`src/bitmap_block_allocator_macros.svh`:
```
// ----------------------------------------------------------------------------
// bitmap block allocator assertion macros
// shared property wrappers, clocked on clk_i and disabled in reset
// ----------------------------------------------------------------------------
`ifndef BITMAP_BLOCK_ALLOCATOR_MACROS_SVH
`define BITMAP_BLOCK_ALLOCATOR_MACROS_SVH

// same-cycle implication
`define BBA_ASSERT_IMPL(label, ante, cons, msg) \
  label: assert property (@(posedge clk_i) disable iff (!rst_ni) (ante) |-> (cons)) \
    else $error(msg);

// next-cycle implication
`define BBA_ASSERT_NEXT(label, ante, cons, msg) \
  label: assert property (@(posedge clk_i) disable iff (!rst_ni) (ante) |=> (cons)) \
    else $error(msg);

`endif

```
`src/bba_pkg.sv`:
```
`timescale 1ns / 1ps
// ----------------------------------------------------------------------------
// bba_pkg
// constants, types and helper functions of the bitmap block allocator
// ----------------------------------------------------------------------------
package bba_pkg;

  localparam int NUM_BLOCKS  = 1024;
  localparam int MAX_REQUEST = 16;
  localparam int WORD_W      = 32;
  localparam int NUM_WORDS   = NUM_BLOCKS / WORD_W;
  localparam int WADDR_W     = $clog2(NUM_WORDS);
  localparam int BIT_W       = $clog2(WORD_W);
  localparam int BLK_W       = 10;
  localparam int CNT_W       = 5;
  localparam int PC_W        = $clog2(WORD_W + 1);
  localparam int SUM_W       = $clog2(MAX_REQUEST + WORD_W + 1);

  typedef logic [WORD_W-1:0] word_t;

  typedef enum logic [0:0] {
    OP_ALLOC = 1'b0,
    OP_FREE  = 1'b1
  } opcode_e;

  typedef enum logic [1:0] {
    ST_ALLOC = 2'd0,
    ST_FAIL  = 2'd1,
    ST_FREED = 2'd2
  } status_e;

  // number of set bits in one map word
  function automatic logic [PC_W-1:0] popcount(input word_t w);
    logic [PC_W-1:0] c;
    c = '0;
    for (int i = 0; i < WORD_W; i++) begin
      c = c + PC_W'(w[i]);
    end
    return c;
  endfunction

  // position of the single set bit of a one-hot word
  function automatic logic [BIT_W-1:0] onehot_index(input word_t oh);
    logic [BIT_W-1:0] r;
    r = '0;
    for (int i = 0; i < WORD_W; i++) begin
      if (oh[i]) begin
        r = r | BIT_W'(i);
      end
    end
    return r;
  endfunction

endpackage

```
`src/bitmap_block_allocator.sv`:
```
`timescale 1ns / 1ps
// ----------------------------------------------------------------------------
// bitmap_block_allocator
// first-fit block allocator over a one-bit-per-block used map
// ----------------------------------------------------------------------------
// The used map lives in a 32-word by 32-bit ram with a registered read port;
// a valid bit per word makes every block free straight out of reset, so there
// is no clearing pass. One request is handled at a time. A free request is
// accepted with its word read issued, then modifies and writes the word back
// and gives one result; an allocate with a bad count or an out-of-range
// first_data_block goes straight to a failure result. An allocate request
// first counts free blocks word by word from first_data_block, one word per
// cycle, and stops as soon as enough are seen or the map ends, so it fails
// with the map untouched. On success the same words are read again, and each
// allocated block is handed out in turn, its word written back when it is
// exhausted or the request is done. Up to 32 words are scanned and the count
// is at most 16; the result side can hold back the handing out of blocks.
// The ram read port sets the one-word-per-cycle pace. Results sit in an
// output register, so a request may be accepted while the previous result
// still waits to be taken.
// ----------------------------------------------------------------------------
`include "bitmap_block_allocator_macros.svh"

module bitmap_block_allocator (
  input  logic                        clk_i,
  input  logic                        rst_ni,
  // configuration
  input  logic                        cfg_we_i,
  input  logic [bba_pkg::BLK_W-1:0]   cfg_wdata_i,
  // request channel
  input  logic                        in_valid_i,
  output logic                        in_ready_o,
  input  logic [0:0]                  opcode_i,
  input  logic [bba_pkg::CNT_W-1:0]   alloc_count_i,
  input  logic [bba_pkg::BLK_W-1:0]   block_index_i,
  // result channel
  output logic                        out_valid_o,
  input  logic                        out_ready_i,
  output logic [bba_pkg::BLK_W-1:0]   block_number_o,
  output logic [1:0]                  status_o,
  output logic                        last_o
);

  localparam int WADDR_W = bba_pkg::WADDR_W;
  localparam int BIT_W   = bba_pkg::BIT_W;

  // one-hot sequencer
  typedef enum logic [5:0] {
    S_IDLE = 6'b000001,
    S_CNT  = 6'b000010,
    S_LOAD = 6'b000100,
    S_EMIT = 6'b001000,
    S_FREE = 6'b010000,
    S_FAIL = 6'b100000
  } state_e;

  state_e state_q, state_d;

  // configuration register
  logic [bba_pkg::BLK_W-1:0] fdb_q;

  // request context
  logic [bba_pkg::CNT_W-1:0] count_q, count_d;
  logic [bba_pkg::CNT_W-1:0] rem_q, rem_d;
  logic [bba_pkg::SUM_W-1:0] found_q, found_d;
  logic [WADDR_W-1:0]        addr_q, addr_d;
  logic                      first_q, first_d;
  bba_pkg::word_t            work_q, work_d;
  bba_pkg::word_t            avail_q, avail_d;
  logic [bba_pkg::BLK_W-1:0] free_idx_q, free_idx_d;
  logic                      free_ok_q, free_ok_d;

  // word valid bits, a word never written reads as all free
  logic [bba_pkg::NUM_WORDS-1:0] valid_q, valid_d;
  logic                          rd_valid_q;

  // ram port
  logic                 ram_we;
  logic [WADDR_W-1:0]   ram_waddr;
  bba_pkg::word_t       ram_wdata;
  logic                 ram_re;
  logic [WADDR_W-1:0]   ram_raddr;
  bba_pkg::word_t       ram_rdata;

  // output register
  logic                      out_valid_q;
  logic [bba_pkg::BLK_W-1:0] block_number_q, nb_d;
  bba_pkg::status_e          status_q, st_d;
  logic                      last_q, last_d;
  logic                      out_load;

  // datapath
  bba_pkg::word_t            rd_word;
  bba_pkg::word_t            first_mask;
  bba_pkg::word_t            free_bits;
  logic [bba_pkg::SUM_W-1:0] sum;
  logic [WADDR_W-1:0]        fdb_word;
  logic [WADDR_W-1:0]        addr_nxt;
  logic                      fdb_ok;
  logic                      count_ok;
  logic                      free_in_range;
  bba_pkg::word_t            pick_oh;
  logic [BIT_W-1:0]          pick_bit;
  bba_pkg::word_t            avail_left;
  logic                      slot_free;
  logic                      final_pick;

  bba_ram #(
    .WIDTH (bba_pkg::WORD_W),
    .DEPTH (bba_pkg::NUM_WORDS)
  ) u_map_ram (
    .clk_i   (clk_i),
    .we_i    (ram_we),
    .waddr_i (ram_waddr),
    .wdata_i (ram_wdata),
    .re_i    (ram_re),
    .raddr_i (ram_raddr),
    .rdata_o (ram_rdata)
  );

  assign rd_word    = rd_valid_q ? ram_rdata : '0;
  // the first word of a scan only counts bits at or above the start block
  assign first_mask = first_q ? ({bba_pkg::WORD_W{1'b1}} << fdb_q[BIT_W-1:0])
                              : {bba_pkg::WORD_W{1'b1}};
  assign free_bits  = ~rd_word & first_mask;
  assign sum        = found_q + bba_pkg::SUM_W'(bba_pkg::popcount(free_bits));

  assign fdb_word      = WADDR_W'(fdb_q >> BIT_W);
  assign addr_nxt      = WADDR_W'(addr_q + 1'b1);
  assign fdb_ok        = int'(fdb_q) < bba_pkg::NUM_BLOCKS;
  assign count_ok      = (alloc_count_i != '0) && (int'(alloc_count_i) <= bba_pkg::MAX_REQUEST);
  assign free_in_range = int'(block_index_i) < bba_pkg::NUM_BLOCKS;

  // lowest free bit of the word being handed out
  assign pick_oh    = avail_q & (~avail_q + bba_pkg::word_t'(1));
  assign pick_bit   = bba_pkg::onehot_index(pick_oh);
  assign avail_left = avail_q & ~pick_oh;
  assign final_pick = rem_q == bba_pkg::CNT_W'(1);

  assign slot_free  = !out_valid_q || out_ready_i;
  assign in_ready_o = state_q == S_IDLE;

  always_comb begin
    state_d    = state_q;
    count_d    = count_q;
    rem_d      = rem_q;
    found_d    = found_q;
    addr_d     = addr_q;
    first_d    = first_q;
    work_d     = work_q;
    avail_d    = avail_q;
    free_idx_d = free_idx_q;
    free_ok_d  = free_ok_q;
    valid_d    = valid_q;
    ram_we     = 1'b0;
    ram_waddr  = addr_q;
    ram_wdata  = work_q;
    ram_re     = 1'b0;
    ram_raddr  = addr_q;
    out_load   = 1'b0;
    nb_d       = block_number_q;
    st_d       = status_q;
    last_d     = last_q;

    unique case (state_q)
      S_IDLE: begin
        if (in_valid_i) begin
          if (opcode_i == bba_pkg::OP_FREE) begin
            // fetch the word holding the block to free
            free_idx_d = block_index_i;
            free_ok_d  = free_in_range;
            addr_d     = WADDR_W'(block_index_i >> BIT_W);
            ram_re     = free_in_range;
            ram_raddr  = WADDR_W'(block_index_i >> BIT_W);
            state_d    = S_FREE;
          end else if (count_ok && fdb_ok) begin
            // start the counting pass at the first data block
            count_d   = alloc_count_i;
            rem_d     = alloc_count_i;
            found_d   = '0;
            addr_d    = fdb_word;
            first_d   = 1'b1;
            ram_re    = 1'b1;
            ram_raddr = fdb_word;
            state_d   = S_CNT;
          end else begin
            state_d = S_FAIL;
          end
        end
      end

      S_CNT: begin
        if (sum >= bba_pkg::SUM_W'(count_q)) begin
          // enough free blocks, rescan from the start and hand them out
          addr_d    = fdb_word;
          first_d   = 1'b1;
          ram_re    = 1'b1;
          ram_raddr = fdb_word;
          state_d   = S_LOAD;
        end else if (addr_q == WADDR_W'(bba_pkg::NUM_WORDS - 1)) begin
          state_d = S_FAIL;
        end else begin
          found_d   = sum;
          addr_d    = addr_nxt;
          first_d   = 1'b0;
          ram_re    = 1'b1;
          ram_raddr = addr_nxt;
        end
      end

      S_LOAD: begin
        if (free_bits == '0) begin
          // nothing free here, move straight on
          addr_d    = addr_nxt;
          first_d   = 1'b0;
          ram_re    = 1'b1;
          ram_raddr = addr_nxt;
        end else begin
          work_d  = rd_word;
          avail_d = free_bits;
          state_d = S_EMIT;
        end
      end

      S_EMIT: begin
        if (slot_free) begin
          out_load = 1'b1;
          nb_d     = bba_pkg::BLK_W'({addr_q, pick_bit});
          st_d     = bba_pkg::ST_ALLOC;
          last_d   = final_pick;
          rem_d    = rem_q - 1'b1;
          work_d   = work_q | pick_oh;
          avail_d  = avail_left;
          if (final_pick || (avail_left == '0)) begin
            // word done, write it back and, unless the request is done, fetch the next one
            ram_we           = 1'b1;
            ram_waddr        = addr_q;
            ram_wdata        = work_q | pick_oh;
            valid_d[addr_q]  = 1'b1;
            if (final_pick) begin
              state_d = S_IDLE;
            end else begin
              addr_d    = addr_nxt;
              first_d   = 1'b0;
              ram_re    = 1'b1;
              ram_raddr = addr_nxt;
              state_d   = S_LOAD;
            end
          end
        end
      end

      S_FREE: begin
        if (slot_free) begin
          out_load = 1'b1;
          nb_d     = free_idx_q;
          st_d     = bba_pkg::ST_FREED;
          last_d   = 1'b1;
          if (free_ok_q) begin
            ram_we          = 1'b1;
            ram_waddr       = addr_q;
            ram_wdata       = rd_word & ~(bba_pkg::word_t'(1) << free_idx_q[BIT_W-1:0]);
            valid_d[addr_q] = 1'b1;
          end
          state_d = S_IDLE;
        end
      end

      S_FAIL: begin
        if (slot_free) begin
          out_load = 1'b1;
          nb_d     = '0;
          st_d     = bba_pkg::ST_FAIL;
          last_d   = 1'b1;
          state_d  = S_IDLE;
        end
      end

      default: begin
        state_d = S_IDLE;
      end
    endcase
  end

  // control state
  always_ff @(posedge clk_i or negedge rst_ni) begin
    if (!rst_ni) begin
      state_q     <= S_IDLE;
      fdb_q       <= '0;
      valid_q     <= '0;
      rd_valid_q  <= 1'b0;
      out_valid_q <= 1'b0;
    end else begin
      state_q <= state_d;
      valid_q <= valid_d;
      if (cfg_we_i) begin
        fdb_q <= cfg_wdata_i;
      end
      if (ram_re) begin
        rd_valid_q <= valid_q[ram_raddr];
      end
      if (out_load) begin
        out_valid_q <= 1'b1;
      end else if (out_ready_i) begin
        out_valid_q <= 1'b0;
      end
    end
  end

  // request context and result payload
  always_ff @(posedge clk_i) begin
    count_q        <= count_d;
    rem_q          <= rem_d;
    found_q        <= found_d;
    addr_q         <= addr_d;
    first_q        <= first_d;
    work_q         <= work_d;
    avail_q        <= avail_d;
    free_idx_q     <= free_idx_d;
    free_ok_q      <= free_ok_d;
    block_number_q <= nb_d;
    status_q       <= st_d;
    last_q         <= last_d;
  end

  assign out_valid_o    = out_valid_q;
  assign block_number_o = block_number_q;
  assign status_o       = status_q;
  assign last_o         = last_q;

  `BBA_ASSERT_IMPL(a_emit_live, (state_q == S_EMIT), (avail_q != '0 && rem_q != '0), "emit with nothing to hand out")
  `BBA_ASSERT_IMPL(a_no_rw_clash, (ram_we && ram_re), (ram_waddr != ram_raddr), "map read and write hit one word")
  `BBA_ASSERT_NEXT(a_last_ends, (out_load && last_d), (state_q == S_IDLE), "final result without return to idle")
  `BBA_ASSERT_NEXT(a_one_request, (in_valid_i && in_ready_o), (!in_ready_o), "second request taken while busy")

endmodule

```
`src/bba_ram.sv`:
```
`timescale 1ns / 1ps
// ----------------------------------------------------------------------------
// bba_ram
// generic simple dual-port ram, one write and one registered read per cycle
// ----------------------------------------------------------------------------
module bba_ram #(
  parameter int WIDTH = 32,
  parameter int DEPTH = 32
) (
  input  logic                     clk_i,
  input  logic                     we_i,
  input  logic [$clog2(DEPTH)-1:0] waddr_i,
  input  logic [WIDTH-1:0]         wdata_i,
  input  logic                     re_i,
  input  logic [$clog2(DEPTH)-1:0] raddr_i,
  output logic [WIDTH-1:0]         rdata_o
);

  logic [WIDTH-1:0] mem_q [DEPTH];
  logic [WIDTH-1:0] rdata_q;

  always_ff @(posedge clk_i) begin
    if (we_i) begin
      mem_q[waddr_i] <= wdata_i;
    end
    if (re_i) begin
      rdata_q <= mem_q[raddr_i];
    end
  end

  assign rdata_o = rdata_q;

endmodule
```
`config.mk`:
```
export PLATFORM = sky130hd
export DESIGN_NAME = bitmap_block_allocator
export DESIGN_NICKNAME = d
export VERILOG_FILES = /design/src/bba_pkg.sv /design/src/bitmap_block_allocator.sv /design/src/bba_ram.sv
export VERILOG_INCLUDE_DIRS = /design/src /design/src/src
export SDC_FILE = /design/constraint.sdc
export NUM_CORES = 2
export LEC_CHECK = 0
export CORE_UTILIZATION = 25
export DETAILED_ROUTE_END_ITERATION = 7
export DONT_BUFFER_PORTS = 1
export GPL_ROUTABILITY_DRIVEN = 0
export GPL_TIMING_DRIVEN = 0
export PLACE_DENSITY = 0.47
export SYNTH_ARGS = -nofsm -noshare
export SYNTH_HDL_FRONTEND = slang
export SYNTH_HIERARCHICAL = 1
export SYNTH_SLANG_ARGS = --single-unit
```
`constraint.sdc`:
```
create_clock -name clk_i -period 8.6 [get_ports clk_i]
set_input_delay 0.43 -clock clk_i [delete_from_list [all_inputs] [get_ports clk_i]]
set_output_delay 0.43 -clock clk_i [all_outputs]
set_load 0.01 [all_outputs]
```
==> run_results.csv <==
group,metric,value,unit
worst_setup_path,critPathRequiredTime,9060,ps
worst_setup_path,max_stage_delay,580,ps
yosys,synth_xor_area_frac,0.00187,
route,route.detailed.drc,0,
clock_network,cts_tree,"yes",
yosys,synth_cells,3417,
timing,worstMarginPinSlew,1420,ps
finish,area_growth,26.7,%
timing,fmax,0.110,GHz
status,violations,"setup timing",
worst_setup_path,cp-start-kind,"register",
floorplan,dieHeight,456,um
yosys,synth_nets,3499,
clock_network,htreeDepth,4,
worst_setup_path,arrival,9570,ps
route,via_per_inst,4.88,
floorplan,die_w,456,um
grt,grt_max_degree,51,
yosys,synth_area_per_cell,15.1,um^2
worst_setup_path,crit_path_max_fanout,10,
yosys,yosysMostFrequentCell,"edfxtp_1",
route,drtIter0Drc,3169,
clock_network,clock_path_buffers,3,
clock_network,cts_root_buf,"clkbuf_16",
flow_run,max_cap_viol_count,0,
route,vias,31700,
worst_setup_path,slowest_stage,"fa_1",
timing,setup-tns-final,-13890,ps
floorplan,rows,166,
timing,setup_viol,32,
yosys,synth_top_family_by_area,"multiplexers",
yosys,synthTopCellsByArea,"edfxtp_1, mux2i_1, dfrtp_1",
floorplan,fp.coreArea,205000,um^2
worst_setup_path,endpoint_kind,"register",
clock_network,cts_buffers,137,
timing,fin_ws,-514,ps
place,portBuffers,0,
route,drt-total-wl,162000,um
timing,fin_worst_skew,49.9,ps
place,preCtsSetupSlack,-3520,ps
yosys,synth_compound_area_frac,0.0897,
timing,rsz0062_at_grt,"true",
timing,maxSlewViolCount,0,
yosys,synthSimpleGateAreaFrac,0.0620,
place,dpl.cell_count,6166,
yosys,synth_top_area_share,0.677,
yosys,synthAdderAreaFrac,0.0164,
timing,relSlewSlack,0.0505,
grt,antenna_found_initial,4,
yosys,yosys.area.top_type,"edfxtp_1",
status,outcome,"finished with violations",
yosys,synth-edff-count,1160,
floorplan,start_util,0.252,
clock_network,path_clk_slew,70,ps
place,hpwl,110000,um
floorplan,pin_count,46,
finish,drive_above_1_share,0.223,
yosys,ys.flop_type,"edfxtp_1",
floorplan,die-area,208000,um^2
yosys,ys_seq_area_frac,0.703,
grt,grt_usage,0.152,
worst_setup_path,cp_common_cell,"fa_1",
worst_hold_path,hold_class,"input pin to register",
yosys,syn_area,51500,um^2
yosys,synth-seq-cells,1215,
yosys,yosys_warnings,6,
timing,hold_viol,0,
grt,grt_pass1_vias,31300,
yosys,ys_top_cells_by_count,"edfxtp_1, mux2i_1, nand2_1",
grt,grt_pass1_wl,230000,um
grt,grt_overflow,0,
timing,min_period,9110,ps
finish,final_nets,3796,
route,wl_per_cell,24.9,um
route,drtPass1Iterations,6,
route,ant_nets,0,
yosys,async_flop_share,0.0412,
yosys,yosysUniqueCellTypes,88,
yosys,synth.area.mux_share,0.103,
worst_setup_path,critPathKind,"register to register",
clock_network,cts_sinks,1215,
timing,finalCritPeriodShare,1.06,
clock_network,clk_latency,790,ps
finish,fin_cells,6502,
==> stage by stage <==
stage          utilization  instance area [um^2]  hold WS (ps)
2_1_floorplan            -                 51500           134
3_3_place_gp         0.268                 54900           138
3_5_place_dp         0.278                 56800           137
4_1_cts              0.315                 64400          16.1
5_1_grt              0.319                 65200           105
6_report             0.319                 65200          89.3
==> path summary, 6_finish.rpt <==
check	start	end	slack [ps]	depth (start not counted)
min in group asynchronous	rst_ni	fdb_q[6]	170	2
setup / recovery	fdb_q[4]	u_map_ram/rdata_o[17]	-510	34
max in group asynchronous	rst_ni	state_q[0]	8110	2
hold reg to reg	valid_q[6]	valid_q[6]	450	1
setup reg to reg	fdb_q[4]	u_map_ram/rdata_o[17]	-510	34
hold / removal	in_valid_i	state_q[0]	90	4
==> logic make-up after synthesis <==
kind of cell,count (synthesis)
fa+ha+maj,52
simple gates,666
buf+inv,256
compound gates,689
xor+xnor,11
flops,1215
mux,528
==> critical path: cells and delay by family (launching register included) <==
family / cells / cell delay (ps)
simple gates: 5 / 720
buf+inv: 8 / 1310
xor+xnor: 1 / 130
flops: 1 / 480
compound gates: 11 / 2200
fa+ha+maj: 9 / 3910
==> layer usage <==
layer / wire [um] / track usage / part of all wire / vias to the layer above
met4: 5120 / 0.0531 / 0.032 / 0
met3: 8980 / 0.0232 / 0.055 / 246
met5: 0 / 0 / 0 / -
met1: 73400 / 0.213 / 0.45 / 16300
met2: 74200 / 0.239 / 0.46 / 1119
li1: - / - / - / 14000
==> what timing repair did <==
item,4_1_cts,5_1_grt
pin swaps,87,69
hold endpoints to repair,83,0
gates cloned,5,3
hold buffers,32,0
endpoints found under the setup margin,80,33
setup buffers,43,19
gates resized for setup,530,135
==> layout make-up <==
type                       count  area [um^2]
fill                       19900       139000
sequential                  1215        36200
multi-input combinational   1946        17000
clock buffer                 168         3610
tap                         2688         3360
timing repair buffer         163         2410
buffer                       193         1730
clock inverter                70          696
inverter                      58          220
antenna                        1         2.50
==> layout by cell type, fill, tap and decap left out, types with 36 or more instances in the layout <==
cell type	Yosys	routed
buf_12	0	57
mux2i_1	519	512
nor2_4	0	36
clkbuf_16	0	148
nand3_2	0	38
edfxtp_1	1160	1160
a22oi_1	114	60
a21oi_1	177	147
a22oi_2	0	54
nand3_1	147	88
inv_1	56	52
buf_4	35	88
clkbuf_1	96	75
nor2_1	112	75
nand2_1	220	198
o21ai_0	106	78
buf_6	15	36
a22o_1	72	45
a211oi_1	40	37
dfrtp_1	49	43
==> flip-flops by register name (all words and copies together), names as in the netlist, 6 cells and up <==
| name | cells |
|---|---|
| u_map_ram/mem_q | 1024 |
| avail_q | 32 |
| u_map_ram/rdata_o | 32 |
| valid_q | 32 |
| work_q | 32 |
| block_number_o | 10 |
| fdb_q | 10 |
| free_idx_q | 10 |
| found_q | 6 |
| state_q | 6 |
Power is not shown: default switching activity piles up to over one toggle a cycle in this logic, so the estimate is an artifact.
